==> src/hdl/jse_pkg.sv <==
// Shared types, codes and helpers for the JSON string escaper.
// No dependencies; imported by every module of the block.
`timescale 1ns / 1ps

package jse_pkg;

  localparam int unsigned POS_W   = 16;  // write position / index width
  localparam int unsigned SEQ_MAX = 6;   // longest escape: \u00XX
  localparam int unsigned LEN_W   = 3;

  localparam logic [7:0] CH_QUOTE  = 8'h22;
  localparam logic [7:0] CH_BSLASH = 8'h5C;
  localparam logic [7:0] CH_SPACE  = 8'h20;
  localparam logic [7:0] CH_ZERO   = 8'h30;
  localparam logic [7:0] CH_LOW_A  = 8'h61;
  localparam logic [7:0] CH_LOW_B  = 8'h62;
  localparam logic [7:0] CH_LOW_F  = 8'h66;
  localparam logic [7:0] CH_LOW_N  = 8'h6E;
  localparam logic [7:0] CH_LOW_R  = 8'h72;
  localparam logic [7:0] CH_LOW_T  = 8'h74;
  localparam logic [7:0] CH_LOW_U  = 8'h75;

  localparam logic [7:0] C_BS = 8'h08;
  localparam logic [7:0] C_HT = 8'h09;
  localparam logic [7:0] C_LF = 8'h0A;
  localparam logic [7:0] C_FF = 8'h0C;
  localparam logic [7:0] C_CR = 8'h0D;

  typedef enum logic [1:0] {
    CMD_BEGIN  = 2'd0,
    CMD_CHAR   = 2'd1,
    CMD_FINISH = 2'd2
  } cmd_e;

  typedef enum logic [1:0] {
    OP_BEGIN,
    OP_BEGIN_BAD,
    OP_CHAR,
    OP_FINISH
  } op_e;

  typedef enum logic [1:0] {
    ST_OK        = 2'd0,
    ST_BAD_START = 2'd1,
    ST_NO_SPACE  = 2'd2
  } status_e;

  // One classified item, waiting for the emitter.
  typedef struct packed {
    op_e                          op;
    logic [SEQ_MAX-1:0][7:0]      seq;
    logic [LEN_W-1:0]             len;
    logic [POS_W-1:0]             start;
  } entry_t;

  function automatic logic [7:0] hex_digit(input logic [3:0] nib);
    logic [7:0] r;
    if (nib < 4'd10) r = CH_ZERO + {4'd0, nib};
    else             r = CH_LOW_A + {4'd0, nib - 4'd10};
    return r;
  endfunction

endpackage

==> src/hdl/jse_front.sv <==
// Front end: accepts input beats, drops unused commands and expands each
// character into its escape sequence. Depends on jse_pkg.
`timescale 1ns / 1ps

module jse_front import jse_pkg::*; (
  input  logic             in_valid_i,
  output logic             in_stall_o,
  input  logic [1:0]       command_i,
  input  logic [7:0]       data_byte_i,
  input  logic [POS_W-1:0] start_offset_i,
  input  logic [15:0]      capacity_i,
  input  logic             q_full_i,
  output logic             push_o,
  output entry_t           entry_o
);

  logic accept;

  assign in_stall_o = q_full_i;
  assign accept     = in_valid_i && !q_full_i;

  always_comb begin
    entry_o       = '0;
    entry_o.start = start_offset_i;
    entry_o.op    = OP_CHAR;
    push_o        = 1'b0;
    case (command_i)
      CMD_BEGIN: begin
        push_o         = accept;
        entry_o.op     = (start_offset_i >= capacity_i) ? OP_BEGIN_BAD : OP_BEGIN;
        entry_o.seq[0] = CH_QUOTE;
        entry_o.len    = LEN_W'(1);
      end
      CMD_FINISH: begin
        push_o         = accept;
        entry_o.op     = OP_FINISH;
        entry_o.seq[0] = CH_QUOTE;
        entry_o.len    = LEN_W'(1);
      end
      CMD_CHAR: begin
        push_o = accept;
        if (data_byte_i inside {CH_QUOTE, CH_BSLASH}) begin
          entry_o.seq[0] = CH_BSLASH;
          entry_o.seq[1] = data_byte_i;
          entry_o.len    = LEN_W'(2);
        end else if (data_byte_i < CH_SPACE) begin
          entry_o.seq[0] = CH_BSLASH;
          entry_o.len    = LEN_W'(2);
          case (data_byte_i)
            C_BS:    entry_o.seq[1] = CH_LOW_B;
            C_FF:    entry_o.seq[1] = CH_LOW_F;
            C_LF:    entry_o.seq[1] = CH_LOW_N;
            C_CR:    entry_o.seq[1] = CH_LOW_R;
            C_HT:    entry_o.seq[1] = CH_LOW_T;
            default: begin
              entry_o.seq[1] = CH_LOW_U;
              entry_o.seq[2] = CH_ZERO;
              entry_o.seq[3] = CH_ZERO;
              entry_o.seq[4] = hex_digit(data_byte_i[7:4]);
              entry_o.seq[5] = hex_digit(data_byte_i[3:0]);
              entry_o.len    = LEN_W'(SEQ_MAX);
            end
          endcase
        end else begin
          entry_o.seq[0] = data_byte_i;
          entry_o.len    = LEN_W'(1);
        end
      end
      default: push_o = 1'b0;  // unused command: accepted, no effect
    endcase
  end

endmodule

==> src/hdl/jse_queue.sv <==
// Two-entry queue of classified items between front end and emitter.
// Depends on jse_pkg for the entry type.
`timescale 1ns / 1ps

module jse_queue import jse_pkg::*; (
  input  logic   clk_i,
  input  logic   rst_ni,
  input  logic   push_i,
  input  entry_t entry_i,
  output logic   full_o,
  input  logic   pop_i,
  output logic   valid_o,
  output entry_t entry_o
);

  entry_t     mem_q [2];
  logic       wr_q, wr_d;
  logic       rd_q, rd_d;
  logic [1:0] cnt_q, cnt_d;

  assign full_o  = (cnt_q == 2'd2);
  assign valid_o = (cnt_q != 2'd0);
  assign entry_o = mem_q[rd_q];

  always_comb begin
    wr_d  = wr_q ^ push_i;
    rd_d  = rd_q ^ pop_i;
    cnt_d = cnt_q + {1'b0, push_i} - {1'b0, pop_i};
  end

  always_ff @(posedge clk_i or negedge rst_ni) begin
    if (!rst_ni) begin
      wr_q  <= 1'b0;
      rd_q  <= 1'b0;
      cnt_q <= 2'd0;
    end else begin
      wr_q  <= wr_d;
      rd_q  <= rd_d;
      cnt_q <= cnt_d;
    end
  end

  always_ff @(posedge clk_i) begin
    if (push_i) mem_q[wr_q] <= entry_i;
  end

endmodule

==> src/hdl/jse_back.sv <==
// Emitter: walks the head item's sequence one byte per cycle while the
// output is not stalled, tracks the write position and error state, and
// drives the output register. Depends on jse_pkg.
`timescale 1ns / 1ps

module jse_back import jse_pkg::*; (
  input  logic             clk_i,
  input  logic             rst_ni,
  input  logic [15:0]      capacity_i,
  input  logic             q_valid_i,
  input  entry_t           q_entry_i,
  output logic             pop_o,
  output logic             out_valid_o,
  input  logic             out_stall_i,
  output logic [7:0]       out_byte_o,
  output logic [POS_W-1:0] write_index_o,
  output logic [1:0]       status_o,
  output logic             last_o
);

  logic             valid_q, valid_d;
  logic [7:0]       byte_q, byte_d;
  logic [POS_W-1:0] idx_q, idx_d;
  status_e          st_q, st_d;
  logic             last_q, last_d;
  logic [POS_W-1:0] wp_q, wp_d;
  logic             err_q, err_d;
  logic [LEN_W-1:0] k_q, k_d;

  logic             adv;
  logic             do_emit;
  logic [POS_W-1:0] pos;
  logic [POS_W:0]   nxt;
  logic             no_space;
  logic             seq_end;

  assign adv      = !valid_q || !out_stall_i;
  assign pos      = (q_entry_i.op == OP_BEGIN) ? q_entry_i.start : wp_q;
  assign nxt      = {1'b0, pos} + {{POS_W{1'b0}}, 1'b1};
  assign no_space = nxt[POS_W] || (nxt >= {{(POS_W+1-16){1'b0}}, capacity_i});
  assign seq_end  = ((k_q + LEN_W'(1)) == q_entry_i.len);

  always_comb begin
    valid_d = valid_q;
    byte_d  = byte_q;
    idx_d   = idx_q;
    st_d    = st_q;
    last_d  = last_q;
    wp_d    = wp_q;
    err_d   = err_q;
    k_d     = k_q;
    pop_o   = 1'b0;
    do_emit = 1'b0;
    if (adv) begin
      valid_d = 1'b0;
      if (q_valid_i) begin
        case (q_entry_i.op)
          OP_BEGIN_BAD: begin
            valid_d = 1'b1;
            byte_d  = 8'd0;
            idx_d   = q_entry_i.start;
            st_d    = ST_BAD_START;
            last_d  = 1'b1;
            err_d   = 1'b1;
            pop_o   = 1'b1;
          end
          OP_BEGIN: begin
            err_d   = 1'b0;
            do_emit = 1'b1;
          end
          OP_CHAR, OP_FINISH: begin
            if (err_q) pop_o = 1'b1;  // outside a string: dropped
            else       do_emit = 1'b1;
          end
          default: pop_o = 1'b1;
        endcase
      end
      if (do_emit) begin
        valid_d = 1'b1;
        idx_d   = pos;
        if (no_space) begin
          byte_d = 8'd0;
          st_d   = ST_NO_SPACE;
          last_d = 1'b1;
          err_d  = 1'b1;
          pop_o  = 1'b1;
          k_d    = '0;
        end else begin
          byte_d = q_entry_i.seq[k_q];
          st_d   = ST_OK;
          last_d = seq_end;
          wp_d   = nxt[POS_W-1:0];
          if (seq_end) begin
            pop_o = 1'b1;
            k_d   = '0;
            if (q_entry_i.op == OP_FINISH) err_d = 1'b1;
          end else begin
            k_d = k_q + LEN_W'(1);
          end
        end
      end
    end
  end

  always_ff @(posedge clk_i or negedge rst_ni) begin
    if (!rst_ni) begin
      valid_q <= 1'b0;
      wp_q    <= '0;
      err_q   <= 1'b1;
      k_q     <= '0;
    end else begin
      valid_q <= valid_d;
      wp_q    <= wp_d;
      err_q   <= err_d;
      k_q     <= k_d;
    end
  end

  always_ff @(posedge clk_i) begin
    byte_q <= byte_d;
    idx_q  <= idx_d;
    st_q   <= st_d;
    last_q <= last_d;
  end

  assign out_valid_o   = valid_q;
  assign out_byte_o    = byte_q;
  assign write_index_o = idx_q;
  assign status_o      = st_q;
  assign last_o        = last_q;

endmodule

==> src/hdl/json_string_escaper.sv <==
// Top level of the JSON string escaper: capacity register, front end,
// item queue and emitter. Depends on jse_pkg, jse_front, jse_queue, jse_back.
//
//   channel  direction  handshake              beat
//   in       input      in_valid_i/in_stall_o  command, data_byte, start_offset
//   out      output     out_valid_o/out_stall_i out_byte, write_index, status, last
//   cfg      input      cfg_valid_i/cfg_ready_o buffer_capacity
//
// Input beats are accepted every cycle while the two-entry queue has room.
// The emitter puts out one byte per cycle unless stalled: a plain character
// gives 1 byte, a short escape 2, a \u00XX escape 6, an error result 1, a drop 0.
// Output stall holds the output register and, once the queue fills, the input.
// Reset clears control state only (capacity 0, idle until begin); no sweep.
`timescale 1ns / 1ps

module json_string_escaper import jse_pkg::*; (
  input  logic             clk_i,
  input  logic             rst_ni,
  input  logic             in_valid_i,
  output logic             in_stall_o,
  input  logic [1:0]       command_i,
  input  logic [7:0]       data_byte_i,
  input  logic [POS_W-1:0] start_offset_i,
  output logic             out_valid_o,
  input  logic             out_stall_i,
  output logic [7:0]       out_byte_o,
  output logic [POS_W-1:0] write_index_o,
  output logic [1:0]       status_o,
  output logic             last_o,
  input  logic             cfg_valid_i,
  output logic             cfg_ready_o,
  input  logic [15:0]      cfg_data_i
);

  logic [15:0] cap_q, cap_d;
  logic        q_full, q_push, q_pop, q_valid;
  entry_t      f_entry, q_entry;

  assign cfg_ready_o = 1'b1;
  assign cap_d       = (cfg_valid_i && cfg_ready_o) ? cfg_data_i : cap_q;

  always_ff @(posedge clk_i or negedge rst_ni) begin
    if (!rst_ni) cap_q <= '0;
    else         cap_q <= cap_d;
  end

  jse_front u_front (
    .in_valid_i     (in_valid_i),
    .in_stall_o     (in_stall_o),
    .command_i      (command_i),
    .data_byte_i    (data_byte_i),
    .start_offset_i (start_offset_i),
    .capacity_i     (cap_q),
    .q_full_i       (q_full),
    .push_o         (q_push),
    .entry_o        (f_entry)
  );

  jse_queue u_queue (
    .clk_i   (clk_i),
    .rst_ni  (rst_ni),
    .push_i  (q_push),
    .entry_i (f_entry),
    .full_o  (q_full),
    .pop_i   (q_pop),
    .valid_o (q_valid),
    .entry_o (q_entry)
  );

  jse_back u_back (
    .clk_i         (clk_i),
    .rst_ni        (rst_ni),
    .capacity_i    (cap_q),
    .q_valid_i     (q_valid),
    .q_entry_i     (q_entry),
    .pop_o         (q_pop),
    .out_valid_o   (out_valid_o),
    .out_stall_i   (out_stall_i),
    .out_byte_o    (out_byte_o),
    .write_index_o (write_index_o),
    .status_o      (status_o),
    .last_o        (last_o)
  );

`ifndef SYNTHESIS
  // an error result always ends its item
  a_err_last: assert property (@(posedge clk_i) disable iff (!rst_ni)
    out_valid_o && (status_o != ST_OK) |-> last_o)
    else $error("error result without last");

  a_err_zero: assert property (@(posedge clk_i) disable iff (!rst_ni)
    out_valid_o && (status_o != ST_OK) |-> (out_byte_o == 8'd0))
    else $error("error result carries a byte");

  // rest of an escape follows at once, at the next position
  a_seq_next: assert property (@(posedge clk_i) disable iff (!rst_ni)
    out_valid_o && !out_stall_i && (status_o == ST_OK) && !last_o
    |=> out_valid_o && (write_index_o == $past(write_index_o) + 16'd1))
    else $error("escape sequence broken");
`endif

endmodule

==> config.mk <==
export PLATFORM = sky130hd
export DESIGN_NAME = json_string_escaper
export DESIGN_NICKNAME = d
export VERILOG_FILES = /design/src/hdl/jse_pkg.sv /design/src/hdl/jse_front.sv /design/src/hdl/jse_queue.sv /design/src/hdl/jse_back.sv /design/src/hdl/json_string_escaper.sv
export SDC_FILE = /design/constraint.sdc
export NUM_CORES = 1
export LEC_CHECK = 0
export ABC_CLOCK_PERIOD_IN_PS = 6600
export BUFFER_PORTS_ARGS = -buffer_cell sky130_fd_sc_hd__buf_2
export CAP_MARGIN = 10
export CELL_PAD_IN_SITES_DETAIL_PLACEMENT = 1
export CELL_PAD_IN_SITES_GLOBAL_PLACEMENT = 1
export CORE_UTILIZATION = 40
export CTS_CLUSTER_DIAMETER = 50
export DETAILED_ROUTE_END_ITERATION = 7
export PLACE_DENSITY_LB_ADDON = 0.1
export SLEW_MARGIN = 20
export SYNTH_ARGS = -nofsm -noshare
export SYNTH_HDL_FRONTEND = slang
export SYNTH_SLANG_ARGS = --single-unit
==> constraint.sdc <==
create_clock -name clk_i -period 6.6 [get_ports clk_i]
set_input_delay 0.33 -clock clk_i [delete_from_list [all_inputs] [get_ports clk_i]]
set_output_delay 0.33 -clock clk_i [all_outputs]
set_load 0.1 [all_outputs]
After elaboration in Yosys (flattened, before gate mapping). Memory sizes are Yosys's and may differ from the RTL's. Index checks and enable logic that the tools add are counted.

Reductions and logical operators: 19. Multipliers: 0. Div/mod/pow operators: 0. Bitwise operators: 3. Shift operators: 0. Add/subtract/negate cells: 10. Eq/ne operators: 14. Magnitude comparators: 6. Multiplexer cells: 56.

Operator list (number): $mux W40 (2); $mux W16 (4); $mux W32 (2); $mux W8 (7); $eq A8 B4 Y1 const B (5); $mux W1 (25); $pmux W5 S5 (1); $bmux W8 S3 (1); $pmux W11 S2 (1); $mux W19 (1); $add A16 B1 Y17 const B (1); $ge A17 B16 Y1 (1); $add A7 B4 Y8 const A (2); $ge A16 B16 Y1 (1); $add A6 B4 Y7 const A (2); $mux W11 (1); $mux W3 (3); $eq A2 B2 Y1 const B (4); $eq A8 B6 Y1 const B (1); $eq A8 B7 Y1 const B (1); $lt A4 B4 Y1 const B (2); $lt A8 B6 Y1 const B (1); $mux W2 (4); $reduce_bool A2 Y1 (4); other kinds (20) (31).

Word-level logic and storage cells: 121. Memories kept: 1. Input bits: 47. Memory bits (read-only): 0. Latch bits: 0. Memory bits (writable): 138. Output and inout bits: 30. Register bits after elaboration: 68.

Memories: u_queue.mem_q (words 2, width 69, read ports 1, clocked after memory_dff 0, write ports 1, line jse_queue.sv:16) `entry_t mem_q [2];`.

Logic depth before layout (Yosys ltp). An unclocked memory read counts as a cell.

Depth after elaboration: 10. Gate-level depth with buffers: 28.

Cells and area by module. From an unflattened synthesis, not the netlist that was laid out.

Cell total of the unflattened synthesis: 760. Area total of the unflattened synthesis: 11073.1 sq um.

Modules (own cells, without submodules): jse_queue (instances 1, sequential area each 4244.1 sq um, area an instance 5541.6 sq um, cells each 231); jse_back (instances 1, sequential area each 1337.5 sq um, area an instance 3555.9 sq um, cells each 307); jse_front (instances 1, sequential area each 0.0 sq um, area an instance 1315.0 sq um, cells each 186); json_string_escaper (instances 1, sequential area each 400.4 sq um, area an instance 660.6 sq um, cells each 36).

Worst setup path before layout. No wires, ideal clock.

Path kind: flip-flop to flip-flop. From: register u_queue.rd_q. To: register u_queue.cnt_q[1]. Path buffers: 6. Cell stages (with the launch flop): 29. Slack: 0.581 ns. Library setup time: 0.123 ns. Period minus slack after synthesis: 6.019 ns. Arrival time: 5.896 ns. Cells stage by stage: dfrtp_1 > clkbuf_1 > buf_2 > buf_2 > buf_1 > buf_1 > mux2i_1 > nand2_1 > o21ai_0 > inv_1 > ha_1 > o221ai_1 > or4_1 > buf_2 > or3_1 > nand3_1 > nand2_1 > ha_1 > a21oi_1 > a21oi_1 > a211oi_1 > o211ai_2 > o21ai_1 > inv_1 > ha_1 > inv_1 > ha_1 > xnor2_1 > xnor2_1.

Word-level cells in the longest chain between the ends: 10. Elaborated cells between the ends (all ways): 21. Classes of those cells: add/sub: 2; order compare: 1; eq/ne: 4; mux: 10; reduce/logical: 3; memory: 1.

Ends and longest elaborated chain: from (decl) (line jse_queue.sv:18) `logic rd_q, rd_d;`; from (signal assigned) (line jse_queue.sv:38) `rd_q <= rd_d;`; $mem_v2 Z2 W69 *; $logic_not A2 Y1 (line jse_back.sv:38) `assign pos = (q_entry_i.op == OP_BEGIN) ? q_entry_i.start : wp_q;`; $mux W16 * (line jse_back.sv:38); $add A16 B1 Y17 * (line jse_back.sv:39) `assign nxt = {1'b0, pos} + {{POS_W{1'b0}}, 1'b1};`; via u_back.nxt[12] (line jse_back.sv:33) `logic [POS_W:0] nxt;`; $ge A17 B16 Y1 * (line jse_back.sv:40) `assign no_space = nxt[POS_W] || (nxt >= {{(POS_W+1-16){1'b0}}, capacity_i});`; $logic_or A1 B1 Y1 * (line jse_back.sv:40); $mux W1 * (line jse_back.sv:81) `if (no_space) begin`; $mux W1 * (line jse_back.sv:78) `if (do_emit) begin`; $mux W1 * (line jse_back.sv:54) `if (adv) begin`; $sub A2 B1 Y2 * (line jse_queue.sv:28) `cnt_d = cnt_q + {1'b0, push_i} - {1'b0, pop_i};`; via u_queue.cnt_d[1] (line jse_queue.sv:19) `logic [1:0] cnt_q, cnt_d;`; to (signal assigned) (line jse_queue.sv:39) `cnt_q <= cnt_d;`; to (decl) (line jse_queue.sv:19).

The timed path passes the listed nets; every way through them passes the cells marked *. The select of a mux whose other input is x is not followed. A chain may end at the register's enable or synchronous reset.

Worst setup path after layout. Same ends and word-level chain as after synthesis.

==> impl_metrics.sql <==
INSERT INTO impl_metrics (metric_group, metric, value, unit) VALUES
('route', 'finalWirelength', '20700', 'um'),
('min_path', 'worst_hold_path_type', 'in -> async', ''),
('clock_network', 'clock_sinks', '168', ''),
('sta', 'achievable-frequency', '177', 'MHz'),
('pwr', 'p_leak', '3.93', 'nW'),
('route', 'met1_length', '10300', 'um'),
('worst_setup_path', 'timing.critical_path.cells', 'buf_4 -> nand3_1 -> a222oi_1 -> o221ai_1 -> or4_1 -> or3_1 -> nand3_1 -> nand2_1 -> ha_1 -> a21oi_1 -> a21oi_1 -> a211oi_1 -> o211ai_2 -> o21ai_1 -> inv_1 -> ha_1 -> inv_1 -> ha_1 -> xnor2_1 -> xnor2_1', ''),
('layout', 'layout.nets', '858', ''),
('worst_setup_path', 'crit_end_category', 'register', ''),
('floorplan', 'die_area', '21600', 'um^2'),
('sta', 'period_utilization', '85.8', '%'),
('sta', 'transition_time_of_the_tightest_slew_check_pin', '1.03', 'ns'),
('pwr', 'vdd.ir_drop.worst', '314', 'uV'),
('route', 'wl_met2', '9360', 'um'),
('synth', 'synth-main-ff-cell', 'edfxtp_1', ''),
('placement', 'place.gp.congestion', '0.870', ''),
('global_route', 'global_route_wire_length_before_repair', '32900', 'um'),
('route', 'vias', '5624', ''),
('sta', 'fin_worst_hold_slack', '-0.0223', 'ns'),
('route', 'drtAntennaViolNets', '0', ''),
('worst_setup_path', 'critPathKind', 'reg -> reg', ''),
('worst_setup_path', 'cp_slowest_stage_delay', '0.69', 'ns'),
('layout', 'syn_to_final_growth', '15.3', '%'),
('clock_network', 'htree_levels', '4', ''),
('synth', 'ys_ff_latch', '168', ''),
('route', 'met3_wirelength', '742', 'um'),
('route', 'dr.max_layer_used', 'met4', ''),
('sta', 'timing.final.setup_violations', '0', ''),
('layout', 'mostFrequentLayoutCell', 'edfxtp_1', ''),
('clock_network', 'post_cts.repair.setup_buffers', '0', ''),
('clock_network', 'cts.path.max_buffers', '2', ''),
('route', 'post-route-drc-count', '0', ''),
('global_route', 'overflow', '0', ''),
('floorplan', 'floorplan.initialDensity', '41.2', '%'),
('status', 'run_status', 'complete, but fails checks', ''),
('status', 'violations_in_the_final_reports', 'negative hold slack', ''),
('synth', 'ys_seq_area_share', '57.6', '%'),
('clock_network', 'post_cts_resized', '0', ''),
('clock_network', 'clk_latency', '0.43', 'ns'),
('layout', 'layout-drive-gt1-share', '18.6', '%'),
('floorplan', 'standard_cell_row_count', '52', ''),
('sta', 'clock_skew', '0.00541', 'ns'),
('worst_setup_path', 'critical_path_peak_fanout', '44', ''),
('route', 'drtPass1Iterations', '4', ''),
('worst_setup_path', 'crit_path_slowest_cell', 'or4_1', ''),
('clock_network', 'post_cts_hold_buffer_count', '0', ''),
('sta', 'timing.final.max_slew_violations', '0', ''),
('layout', 'diodes', '0', ''),
('global_route', 'antenna_violations_before_repair', '0', ''),
('sta', 'timing.setup.tns', '0', 'ns'),
('synth', 'netlist_area', '8410', 'um^2'),
('synth', 'number_of_cells_produced_by_synthesis', '684', ''),
('floorplan', 'core_region_area', '20400', 'um^2'),
('clock_network', 'clk_root_buffer_cell', 'clkbuf_16', ''),
('route', 'vias_per_cell', '5.37', ''),
('route', 'wl_per_cell', '19.7', 'um'),
('floorplan', 'ioPinCount', '77', ''),
('route', 'detailedRoute.firstIterationViolations', '268', ''),
('synth', 'yosys_cell_types', '60', ''),
('worst_setup_path', 'crit_top_cell', 'ha_1', ''),
('clock_network', 'numCtsBuffers', '17', ''),
('pwr', 'power.density_cell_area', '517', 'nW/um^2'),
('layout', 'layout.cells.most_common_list', 'edfxtp_1 (127), buf_2 (75), nand2_1 (55)', ''),
('clock_network', 'tritoncts', 'done', ''),
('worst_setup_path', 'critical_path_arrival', '6.01', 'ns'),
('placement', 'dpl.hpwl', '14900', 'um'),
('worst_setup_path', 'worst-endpoint-required', '6.95', 'ns'),
('sta', 'hold_viol_final', '6', ''),
('worst_setup_path', 'critical_path_launch_point_type', 'register', ''),
('placement', 'placement.io_buffers', '75', ''),
('clock_network', 'clkSlewWorstSetupHoldPaths', '0.07', 'ns');
==> state kept, by name (all words and copies together) (netlist names), 2 cells and up <==
signal and flops:
u_back.wp_q 16, u_back.k_q 3, cap_q 16, u_back.write_index_o 16
u_back.status_o 2, u_back.out_byte_o 8, u_queue.mem_q 100, u_queue.cnt_q 2
==> synthesized netlist by cell type (2+ instances only) <==
library cell  instances  area [um^2]
nand2_1              55          206
o31a_1                2         17.5
or2_2                 2         12.5
edfxtp_1            127         3810
o31ai_1               3         22.5
clkbuf_1             18         67.6
o21ai_1               4         20.0
nor3_1                9         45.0
mux2_1               12          135
xnor2_1              19          166
a21boi_0              2         15.0
a21o_1                8         60.1
nand4_1               4         25.0
a211oi_1              6         45.0
mux2_2                9          101
conb_1                2         7.51
a21oi_1              42          210
nand3_1              17         85.1
mux2i_1              29          290
o21a_1                5         37.5
buf_2                 5         25.0
o21ai_0              42          210
xor2_1                5         43.8
o22ai_1               2         12.5
buf_1                 4         15.0
a31oi_1               8         50.1
inv_1                42          158
a32o_1                3         30.0
nor2b_1               7         43.8
nor4_1                3         18.8
mux4_2               14          315
or4_1                 2         15.0
ha_1                 46          576
o221ai_1              2         17.5
and3_1                5         31.3
nand3b_1              4         30.0
dfrtp_1              40         1000
nor2_1               42          158
nand2b_1              8         50.1
or3_1                 5         31.3
==> cell type report <==
cell class              count  area (um^2)
clock buffers              19          443
clock inverters            13          145
fillers                  2207        10700
inverters                  43          161
multi-input cells         453         3330
flip-flops and latches    168         4840
well taps                 270          338
repair buffers             82          428
==> cell families (layout without fill, tap and decap cells) <==
family	after synthesis	after routing	share of synthesized area, %
AND/OR/NAND/NOR	169	169	9.50
flip-flops	168	168	57.6
AO/OA/AOI/OAI	139	139	10.0
buffers and inverters	72	157	3.42
multiplexers	64	64	10.0
adder cells (fa/ha/maj)	46	46	6.85
XOR/XNOR	24	24	2.50
other	2	11	0.0893
==> worst max-delay path, delay by kind of cell (launching register included) <==
family / cells / cell delay (ns)
xor+xnor: 2 / 0.34
flops: 1 / 0.55
buf+inv: 3 / 0.74
fa+ha+maj: 3 / 0.80
simple gates: 5 / 1.40
compound gates: 7 / 1.71
==> per-layer routing <==
metal | GRT usage, % | vias up
li1 | - | 2686
met5 | 0 | -
met4 | 5.88 | 0
met1 | 29.7 | 2811
met3 | 3.01 | 15
met2 | 31.4 | 112
==> per-stage QoR <==
step | instance area (um^2) | std cells | setup slack [ns] | power [mW]
2_1_floorplan | 8440 | 693 | 0.581 | 3.46
3_3_place_gp | 9100 | 1016 | 1.24 | 3.98
3_5_place_dp | 9100 | 1016 | 0.953 | 4.03
4_1_cts | 9690 | 1048 | 0.904 | 5.05
5_1_grt | 9690 | 1048 | 0.513 | 5.28
6_report | 9690 | 1048 | 0.936 | 5.01
==> where the power goes <==
| part | switching [mW] | internal [mW] |
|---|---|---|
| logic | 1.68 | 0.658 |
| clock network | 0.428 | 0.571 |
| registers | 0.170 | 1.50 |
| total | 2.28 | 2.73 |
==> final timing paths <==
| check | start | to | slack [ns] | cells after the start |
|---|---|---|---|---|
| worst max-delay path | u_queue.rd_q | u_queue.cnt_q[1] | 0.94 | 20 |
| worst min-delay path | rst_ni | cap_q[1] | -0.02 | 2 |
| worst max register to register | u_queue.rd_q | u_queue.cnt_q[1] | 0.94 | 20 |
| worst min register to register | u_back.wp_q[15] | u_back.wp_q[15] | 0.49 | 1 |
| max in group asynchronous | rst_ni | u_queue.rd_q | 6.19 | 2 |
| min in group clk_i | cfg_data_i[8] | cap_q[8] | 0.10 | 3 |
Note: power is estimated with default switching activity, not from simulation.
